File: src/design/phub_pkg.sv
package phub_pkg;

	localparam int RX_DEPTH = 512;
	localparam int TX_DEPTH = 256;
	localparam int RX_AW = $clog2(RX_DEPTH);
	localparam int TX_AW = $clog2(TX_DEPTH);
	localparam int RX_FW = $clog2(RX_DEPTH + 1);
	localparam int TX_FW = $clog2(TX_DEPTH + 1);

	localparam int BYTE_W = 8;
	localparam int CMD_W = 2;
	localparam int IN_TDATA_W = 24;
	localparam int OUT_TDATA_W = 24;

	typedef logic [BYTE_W-1:0] byte_t;

	localparam byte_t EMPTY_BYTE = 8'hFF;
	localparam byte_t POLL_SET = 8'h01;

	typedef enum logic [CMD_W-1:0] {
		CMD_PIN      = 2'd0,
		CMD_RX_BYTE  = 2'd1,
		CMD_TX_READY = 2'd2,
		CMD_NOP      = 2'd3
	} cmd_t;

	typedef enum logic [2:0] {
		PH_IDLE     = 3'd0,
		PH_WR_HOLD  = 3'd1,
		PH_WR_REL   = 3'd2,
		PH_RD_FULL  = 3'd3,
		PH_RD_EMPTY = 3'd4,
		PH_RD_REL   = 3'd5,
		PH_POLL     = 3'd6
	} phase_t;

	typedef enum logic [2:0] {
		DS_ZERO  = 3'd0,
		DS_ONE   = 3'd1,
		DS_LATCH = 3'd2,
		DS_RAM   = 3'd3,
		DS_FF    = 3'd4
	} dsel_t;

	typedef struct packed {
		cmd_t  cmd;
		logic  wr;
		logic  rd;
		logic  pl;
		logic  hold;
		byte_t bus;
		byte_t rx;
	} item_t;

	typedef struct packed {
		logic  drive;
		dsel_t dsel;
		logic  txv;
		logic  rxo;
		logic  txo;
	} res_t;

	function automatic logic [RX_AW-1:0] rx_ptr_next(input logic [RX_AW-1:0] p);
		return (p == RX_AW'(RX_DEPTH - 1)) ? '0 : p + 1'b1;
	endfunction

	function automatic logic [TX_AW-1:0] tx_ptr_next(input logic [TX_AW-1:0] p);
		return (p == TX_AW'(TX_DEPTH - 1)) ? '0 : p + 1'b1;
	endfunction

endpackage

File: src/design/phub_front.sv
module phub_front (
	input  logic                                clk,
	input  logic                                arst_n,
	input  logic                                s_tvalid,
	output logic                                s_tready,
	input  logic [phub_pkg::IN_TDATA_W-1:0]     s_tdata,
	input  logic [phub_pkg::CMD_W-1:0]          s_tuser,
	output logic                                q_valid,
	output phub_pkg::item_t                     q_item,
	input  logic                                q_pop
);

	phub_pkg::item_t entry_q [2];
	phub_pkg::item_t item_in;
	logic            wr_ptr_q;
	logic            rd_ptr_q;
	logic [1:0]      count_q;
	logic            push;

	always_comb begin
		item_in.cmd  = phub_pkg::cmd_t'(s_tuser);
		item_in.wr   = ~s_tdata[0];
		item_in.rd   = ~s_tdata[1];
		item_in.pl   = ~s_tdata[2];
		item_in.hold = s_tdata[3];
		item_in.bus  = s_tdata[11:4];
		item_in.rx   = s_tdata[19:12];
	end

	assign s_tready = (count_q != 2'd2);
	assign push     = s_tvalid && s_tready;
	assign q_valid  = (count_q != 2'd0);
	assign q_item   = entry_q[rd_ptr_q];

	always_ff @(posedge clk) begin
		if (push) begin
			entry_q[wr_ptr_q] <= item_in;
		end
	end

	always_ff @(posedge clk or negedge arst_n) begin
		if (!arst_n) begin
			wr_ptr_q <= 1'b0;
			rd_ptr_q <= 1'b0;
			count_q  <= 2'd0;
		end else begin
			if (push) begin
				wr_ptr_q <= ~wr_ptr_q;
			end
			if (q_pop) begin
				rd_ptr_q <= ~rd_ptr_q;
			end
			unique case ({push, q_pop})
				2'b10:   count_q <= count_q + 2'd1;
				2'b01:   count_q <= count_q - 2'd1;
				default: count_q <= count_q;
			endcase
		end
	end

endmodule

File: config.mk
export PLATFORM = sky130hd
export DESIGN_NAME = phub_front
export DESIGN_NICKNAME = d
export VERILOG_FILES = /design/src/design/phub_pkg.sv /design/src/design/phub_front.sv
export SDC_FILE = /design/constraint.sdc
export NUM_CORES = 1
export LEC_CHECK = 0
export BUFFER_PORTS_ARGS = -buffer_cell sky130_fd_sc_hd__clkbuf_2
export CORE_MARGIN = 5
export CORE_UTILIZATION = 50
export DETAILED_ROUTE_END_ITERATION = 10
export HOLD_SLACK_MARGIN = 0.08
export MAX_ROUTING_LAYER = met4
export PLACE_DENSITY = 0.86
export SLEW_MARGIN = 20
export SYNTH_ARGS = -nofsm -noshare
export SYNTH_HDL_FRONTEND = slang
export SYNTH_SLANG_ARGS = --single-unit
File: constraint.sdc
create_clock -name clk -period 2.6 [get_ports clk]
set_clock_uncertainty 0.2 [all_clocks]
set_input_delay 0.26 -clock clk [delete_from_list [all_inputs] [get_ports clk]]
set_output_delay 0.26 -clock clk [all_outputs]
set_load 0.01 [all_outputs]
==> impl_metrics.ini, run 1 <==
[outcome]
outcome = finished, final reports clean

[route]
vias = 1019
drt_iter0_drc = 24
drc_errors = 0
routedWlPerCell_um = 15.25
ant_nets = 0
firstDrtPassIters = 3
via_per_inst = 4.674
wl_um = 3325

[pwr]
p_sw_mw = 0.7094
p_int_mw = 1.665
power.share.clock = 0.183
p_comb_frac = 0.343
p_sw_frac = 0.2988
p_seq_frac = 0.474
power_density_nw_per_um2 = 967.1
p_leak_nw = 0.9803
irDropWorstVdd_uv = 595.7

[die]
rows = 21
pin_count = 54
dieWidth_um = 69.95
die_y_um = 69.95
coreArea_um2 = 3416
dieArea_um2 = 4892
initial_core_util = 0.5260

[yosys]
synthArstFlopShare = 0.08333
netlist_area_um2 = 1797
synth_top_area_share = 0.7354
synth_area_leader_cell = edfxtp_1
avgSynthCellArea_um2 = 20.65
synthTopCellsByCount = 44 x edfxtp_1, 22 x mux2_2, 4 x dfrtp_1, 3 x inv_1, 3 x xnor2_1
synth_seq_area_share = 0.7911
ys_warn_count = 0
ys_seq_elements = 48
synth_edf_count = 44
synth_area_leaders = edfxtp_1 74%, mux2_2 14%, dfrtp_1 5.6%, xnor2_1 1.5%, buf_6 1.3%
synth_most_common_cell = edfxtp_1
syn-instance-count = 87
syn-num-nets = 118
synth_cell_types = 13
synthFlopType = edfxtp_1

[global_routing]
grt_pass1_wl_um = 5361
antenna_found_initial = 0
grt_max_degree = 20
grtUsageTotal = 0.1470
globalRouteOverflowTotal = 0
first_global_vias = 1168

[timing]
max-slew-margin-rel = 0.6741
setup_tns_ns = 0
hold_viol = 0
rsz0062_at_grt = false
setup_violations = 0
worst_pin_slew_ns = 0.4888
fmax_ghz = 0.5259
post-route-period-util = 0.7313
slew_violations = 0
timing.final.crit_period_ns = 1.901

[hold_path]
hold_path.class = reg2reg

[run]
maxCapViolations = 0

[final_layout]
instances_no_fill = 218
fin_util = 0.7187
syn_to_final_growth_pct = 36.63
antenna-diode-count = 0
nFillCells = 225
nets = 202
drive_gt1_frac = 0.5000

[clock_tree]
clkTransAtPathRegs_ns = 0.13
tritoncts = done
cts-resized-gates = 0
numCtsBuffers = 5
cts_sinks = 48
clockBufferDepth = 2
worstSkewPairLatency_ns = 0.34
ctsRootBufferMaster = clkbuf_4
cts_max_level = 2

[worst_setup_path]
cp_max_fo = 13
arrival_ns = 1.76
end_kind = flip-flop
critPathRequiredTime_ns = 2.45
start_kind = flip-flop
crit_type = reg2reg

[placed_design]
port_buffers = 49
placed_cells = 184
gp_congestion = 0.6567
dpl.hpwl_um = 2029
[cell type report]
class | instances | area [um2] | share of cell area
flip-flops and latches | 48 | 1421 | 0.5790
repair buffers | 79 | 535.5 | 0.2181
multi-input cells | 34 | 344.1 | 0.1402
well taps | 46 | 57.56 | 0.02345
clock inverters | 3 | 47.55 | 0.01937
clock buffers | 5 | 37.54 | 0.01529
inverters | 3 | 11.26 | 0.004587
[repair_timing]
action / 4_1_cts / 5_1_grt
buffers inserted: 0 / 0
hold endpoints to repair: 51 / 0
hold buffers: 26 / 0
[power by group through the flow]
| stage | Clock [mW] | Sequential (mW) | Combinational (mW) |
|---|---|---|---|
| 2_1_floorplan | 0 | 1.14 | 0.511 |
| 3_3_place_gp | 0 | 1.13 | 0.769 |
| 3_5_place_dp | 0 | 1.14 | 0.785 |
| 4_1_cts | 0.444 | 1.13 | 0.818 |
| 5_1_grt | 0.487 | 1.14 | 0.877 |
| 6_report | 0.434 | 1.13 | 0.814 |
[worst paths after layout]
check                                       startpoint                      end  slack [ns]  cells past startpoint
worst max-delay path            count_q[0]$_DFFE_PN0P_  entry_q[1][8]$_DFFE_PP_        0.70                      3
worst min-delay path              wr_ptr_q$_DFFE_PN0P_     wr_ptr_q$_DFFE_PN0P_        0.35                      1
worst max register to register  count_q[0]$_DFFE_PN0P_  entry_q[1][8]$_DFFE_PP_        0.70                      3
worst min register to register    wr_ptr_q$_DFFE_PN0P_     wr_ptr_q$_DFFE_PN0P_        0.35                      1
max in group asynchronous                       arst_n     rd_ptr_q$_DFFE_PN0P_        1.43                      3
min in group asynchronous                       arst_n   count_q[1]$_DFFE_PN0P_        0.60                      3
[metrics by stage]
step                setup slack [ns]  cell area, um2  hold WS [ns]  power, mW
finish                        0.6987            2455        0.3514      2.374
floorplan                     0.4077            1797       -0.2356      1.647
global placement              0.7991            2110       -0.1301      1.897
detailed placement            0.7067            2110       -0.1258      1.928
global route                  0.5797            2455        0.3679      2.506
CTS                           0.6842            2455        0.3225      2.388
[state kept, by name, indices dropped and copies added, names as in the netlist]
| name | count |
|---|---|
| entry_q | 44 |
| count_q | 2 |
| rd_ptr_q | 1 |
| wr_ptr_q | 1 |
[cell families (layout without fill, tap and decap cells)]
kind of cell / count (synthesis) / in the layout / share of synthesized area
xor+xnor: 5 / 5 / 0.02438
fa+ha+maj: 1 / 1 / 0.006963
buf+inv: 5 / 90 / 0.01880
flops: 48 / 48 / 0.7911
mux: 22 / 22 / 0.1379
simple gates: 6 / 6 / 0.02089
[cells in the final DEF, fill, tap and decap left out, drive strengths merged, types with 3 or more instances in the layout]
cell type,synthesis,final
buf,2,4
clkbuf,0,54
dfrtp,4,4
dlygate4sd3,0,26
edfxtp,44,44
inv,3,3
mux2,22,22
xnor2,3,3
[metal layers]
layer	wire, um	vias to the layer above	track usage	part of all wire
met5	0	-	-	0
met4	26	0	0.03830	0.0078
met3	242	5	0.05595	0.073
met2	1778	43	0.2613	0.53
met1	1276	473	0.1525	0.38
li1	-	498	-	-
[worst max-delay path, cell delays in order, from the launching register on]
cell and delay, ns:
dfrtp_1 0.44, nand2b_4 0.17, and3_1 0.47, buf_4 0.32
No activity file was read; power rests on OpenSTA's default activity.
==> inputs of run 2 (changes only) <==
--- a/config.mk
+++ b/config.mk
@@ -7,11 +7,11 @@
 export LEC_CHECK = 0
 export BUFFER_PORTS_ARGS = -buffer_cell sky130_fd_sc_hd__clkbuf_2
 export CORE_MARGIN = 5
-export CORE_UTILIZATION = 50
+export CORE_UTILIZATION = 45
 export DETAILED_ROUTE_END_ITERATION = 10
 export HOLD_SLACK_MARGIN = 0.08
 export MAX_ROUTING_LAYER = met4
-export PLACE_DENSITY = 0.86
+export PLACE_DENSITY = 0.82
 export SLEW_MARGIN = 20
 export SYNTH_ARGS = -nofsm -noshare
 export SYNTH_HDL_FRONTEND = slang
==> constraint.sdc (replaced) <==
create_clock -name clk -period 1.6 [get_ports clk]
set_clock_uncertainty 0.2 [all_clocks]
set_input_delay 0.16 -clock clk [delete_from_list [all_inputs] [get_ports clk]]
set_output_delay 0.16 -clock clk [all_outputs]
set_load 0.01 [all_outputs]
==> impl_metrics.ini, run 2 (synthesized netlist as in run 1, its figures left out) <==
[route]
wl_um = 3389
drc_errors = 0
routedWlPerCell_um = 14.93
vias = 1046
firstDrtPassIters = 2
ant_nets = 0
drt_iter0_drc = 27
via_per_inst = 4.608

[final_layout]
drive_gt1_frac = 0.5254
most-common-layout-cells = 48 x clkbuf_2, 44 x edfxtp_1, 26 x dlygate4sd3_1, 16 x mux2_2, 6 x mux2_4
reg_top3 = entry_q x44, count_q x2
antenna-diode-count = 0
syn_to_final_growth_pct = 45.61
largest_reg_flops = 44
instances_no_fill = 227
top_register = entry_q
nets = 207
postLayoutCellArea_um2 = 2616
final_common_cell = clkbuf_2

[timing]
hold_viol = 0
post-route-period-util = 1.063
max-slew-margin-rel = 0.8544
rsz0062_at_grt = true
fin_ws_ns = -0.1003
timing.final.crit_period_ns = 1.700
worst_pin_slew_ns = 0.2177
setup_violations = 22
slew_violations = 0
fmax_ghz = 0.5881

[clock_tree]
cts_sinks = 48
numCtsBuffers = 5
worstSkewPairLatency_ns = 0.29
clockBufferDepth = 2
cts_max_level = 2
tritoncts = done
ctsRootBufferMaster = clkbuf_8
clkTransAtPathRegs_ns = 0.08

[worst_setup_path]
arrival_ns = 1.34
cp_slowest_cell = dfrtp_1
end_kind = output port
crit_type = reg2out
critPathRequiredTime_ns = 1.24
path_cells = buf_6 -> mux2_2 -> buf_2
slowest_delay_ns = 0.38
cp_top_family = flip-flops
path_buf_inv = 2
start_kind = flip-flop
cp_max_fo = 11

[global_routing]
antenna_found_initial = 0
first_global_vias = 1136
grtUsageTotal = 0.1411
globalRouteOverflowTotal = 0
grt_pass1_wl_um = 5361
grt_max_degree = 15

[placed_design]
placed_cells = 191
port_buffers = 49
gp_congestion = 0.7219
dpl.hpwl_um = 2298
postPlaceCellArea_um2 = 2196

[outcome]
outcome = complete, but fails checks
violations = setup timing

[pwr]
p_leak_nw = 1.058
irDropWorstVdd_uv = 1017
power_density_nw_per_um2 = 1639

[run]
maxCapViolations = 0

[die]
dieArea_um2 = 5356
coreArea_um2 = 3943
initial_core_util = 0.4557
dieWidth_um = 73.19
pin_count = 54
rows = 23
die_y_um = 73.19

[hold_path]
hold_path.class = reg2reg
run 2: worst paths after layout:
kind	from	endpoint	slack, ns	cells past startpoint
setup / recovery	rd_ptr_q$_DFFE_PN0P_	q_item[0]	-0.10	3
hold / removal	count_q[1]$_DFFE_PN0P_	count_q[1]$_DFFE_PN0P_	0.33	1
setup reg to reg	count_q[1]$_DFFE_PN0P_	count_q[1]$_DFFE_PN0P_	0.06	5
hold reg to reg	count_q[1]$_DFFE_PN0P_	count_q[1]$_DFFE_PN0P_	0.33	1
max in group asynchronous	arst_n	count_q[1]$_DFFE_PN0P_	0.42	3
min in group asynchronous	arst_n	wr_ptr_q$_DFFE_PN0P_	0.58	3
run 2: what timing repair did:
action                                  4_1_cts  5_1_grt
endpoints found under the setup margin       23       23
endpoints found under the hold margin        51        0
hold buffers                                 26        0
pin swaps                                     0        0
resized for setup                             7        5
buffers inserted                              2        0
run 2: metrics by stage:
step	total power [mW]	utilization	setup TNS [ns]	setup WS (ns)	hold WS (ns)
floorplan	2.692	-	0	0.007956	-0.3356
finish	4.288	0.6636	-1.706	-0.1003	0.3343
global route	4.513	0.6636	-2.988	-0.1497	0.3510
CTS	4.303	0.6604	-2.073	-0.1143	0.3762
detailed placement	3.316	0.5570	0	0.08500	-0.2239
global placement	3.250	0.5570	0	0.1603	-0.2319
run 2: layout make-up:
type                            count  area [um2]
Multi-Input combinational cell     34       377.9
Timing Repair Buffer               84       634.4
Inverter                            3       11.26
Tap cell                           50       62.56
Clock inverter                      2       35.03
Fill cell                         281        1326
Clock buffer                        6       72.57
Sequential cell                    48        1423
run 2: worst reg2reg max path, stage by stage, from the launching register on:
cell and delay [ns]:
dfrtp_2 0.45, nand2b_4 0.09, nand2_2 0.10, ha_1 0.33, nor2_1 0.15, xor2_1 0.15
run 2: metal layers:
metal	wire, um	GRT usage	part of all wire
met5	0	-	0
met4	46	0.04918	0.014
met3	211	0.04270	0.062
met2	1862	0.2403	0.55
met1	1269	0.1561	0.37
run 2: report_power, final:
group	total (mW)	switching, mW	internal (mW)
logic	1.62	0.741	0.883
clock network	0.821	0.357	0.463
registers	1.84	0.118	1.73
==> inputs of run 3 (changes only) <==
--- a/config.mk
+++ b/config.mk
@@ -6,6 +6,7 @@
 export NUM_CORES = 1
 export LEC_CHECK = 0
 export BUFFER_PORTS_ARGS = -buffer_cell sky130_fd_sc_hd__clkbuf_2
+export CORE_ASPECT_RATIO = 0.5
 export CORE_MARGIN = 5
 export CORE_UTILIZATION = 45
 export DETAILED_ROUTE_END_ITERATION = 10
==> impl_metrics.ini, run 3 (synthesized netlist as in run 1, its figures left out) <==
[route]
drc_errors = 0
firstDrtPassIters = 4
wl_um = 4083
routedWlPerCell_um = 17.45
via_per_inst = 4.641
ant_nets = 0
drt_iter0_drc = 47
vias = 1086

[clock_tree]
tritoncts = done
clockBufferDepth = 2
worstSkewPairLatency_ns = 0.29
cts_sinks = 48
clkTransAtPathRegs_ns = 0.08
cts_max_level = 2
ctsRootBufferMaster = clkbuf_8
numCtsBuffers = 5

[final_layout]
largest_reg_flops = 44
final_common_cell = edfxtp_1
reg_top3 = entry_q x44, count_q x2
syn_to_final_growth_pct = 49.58
nets = 210
top_register = entry_q
antenna-diode-count = 0
drive_gt1_frac = 0.5556
fin_util = 0.6920
most-common-layout-cells = 44 x edfxtp_1, 43 x clkbuf_2, 26 x dlygate4sd3_1, 16 x mux2_2, 8 x buf_6

[global_routing]
globalRouteOverflowTotal = 0
grt_pass1_wl_um = 5837
grt_max_degree = 16
grtUsageTotal = 0.1553
first_global_vias = 1207
antenna_found_initial = 0

[timing]
worst_pin_slew_ns = 0.2170
fin_ws_ns = -0.1505
setup_violations = 22
hold_viol = 0
post-route-period-util = 1.094
slew_violations = 0
setup_tns_ns = -2.574
timing.final.crit_period_ns = 1.750
rsz0062_at_grt = true
fmax_ghz = 0.5713
max-slew-margin-rel = 0.8548

[pwr]
power_density_nw_per_um2 = 1650
irDropWorstVdd_uv = 892.5
p_leak_nw = 1.084

[outcome]
violations = setup timing
outcome = complete, but fails checks

[die]
dieArea_um2 = 5433
initial_core_util = 0.4626
die_y_um = 54.68
pin_count = 54
rows = 16
dieWidth_um = 99.36
coreArea_um2 = 3884

[placed_design]
port_buffers = 49
dpl.hpwl_um = 2284
gp_congestion = 0.6580

[worst_setup_path]
critPathRequiredTime_ns = 1.24
cp_max_fo = 11
critPathLaunch = rd_ptr_q$_DFFE_PN0P_
r2r-start = count_q[1]$_DFFE_PN0P_
crit_type = reg2out
start_kind = flip-flop
end_kind = output port
arrival_ns = 1.39

[run]
maxCapViolations = 0

[hold_path]
hold_path.class = reg2reg
hp-start = wr_ptr_q$_DFFE_PN0P_
## run 3: routing by layer
layer  vias to the layer above  part of all wire  global-route usage
met5                         -                 0                   -
met4                         0             0.028             0.09297
met3                         9             0.026             0.03690
met2                        20              0.57              0.3033
met1                       543              0.37              0.1451
li1                        514                 -                   -
## run 3: worst max-delay path, cell delays in order, from the launching register on
cell and delay, ns:
dfrtp_2 0.43, buf_8 0.16, mux2_2 0.36, clkbuf_2 0.15
## run 3: where the power goes
group	switching, mW	internal [mW]
sequential	0.126	1.73
combinational	0.843	1.04
clock	0.394	0.305
total	1.36	3.07
## run 3: stage by stage
step | hold WS (ns) | setup WS (ns) | std cells | power [mW] | instance area [um2]
2_1_floorplan | -0.3356 | 0.007956 | 87 | 2.692 | 1808
3_3_place_gp | -0.2280 | 0.1506 | 195 | 3.254 | 2201
3_5_place_dp | -0.2208 | 0.07749 | 195 | 3.317 | 2201
4_1_cts | 0.3592 | -0.1336 | 230 | 4.123 | 2571
5_1_grt | 0.3760 | -0.1889 | 234 | 4.650 | 2688
6_report | 0.3596 | -0.1505 | 234 | 4.435 | 2688
## run 3: cell type report
cell class | count | area [um2]
clock buffers | 5 | 68.82
well taps | 54 | 67.56
repair buffers | 87 | 698.2
multi-input cells | 34 | 400.4
flip-flops and latches | 48 | 1423
fillers | 259 | 1196
clock inverters | 3 | 18.77
inverters | 3 | 11.26
## run 3: what timing repair did
item / CTS / global route
hold endpoints to repair: 51 / 0
hold buffers: 26 / 0
cloned: 0 / 1
endpoints found under the setup margin: 23 / 24
pin swaps: 0 / 0
gates resized for setup: 4 / 25
buffers inserted: 1 / 3
## run 3: final timing paths
check	end	slack [ns]	cells after the start
worst min-delay path	wr_ptr_q$_DFFE_PN0P_	0.36	1
max in group asynchronous	rd_ptr_q$_DFFE_PN0P_	0.36	3
worst min register to register	wr_ptr_q$_DFFE_PN0P_	0.36	1
worst max register to register	count_q[1]$_DFFE_PN0P_	0.10	6
min in group asynchronous	count_q[0]$_DFFE_PN0P_	0.64	3
worst max-delay path	q_item[7]	-0.15	3
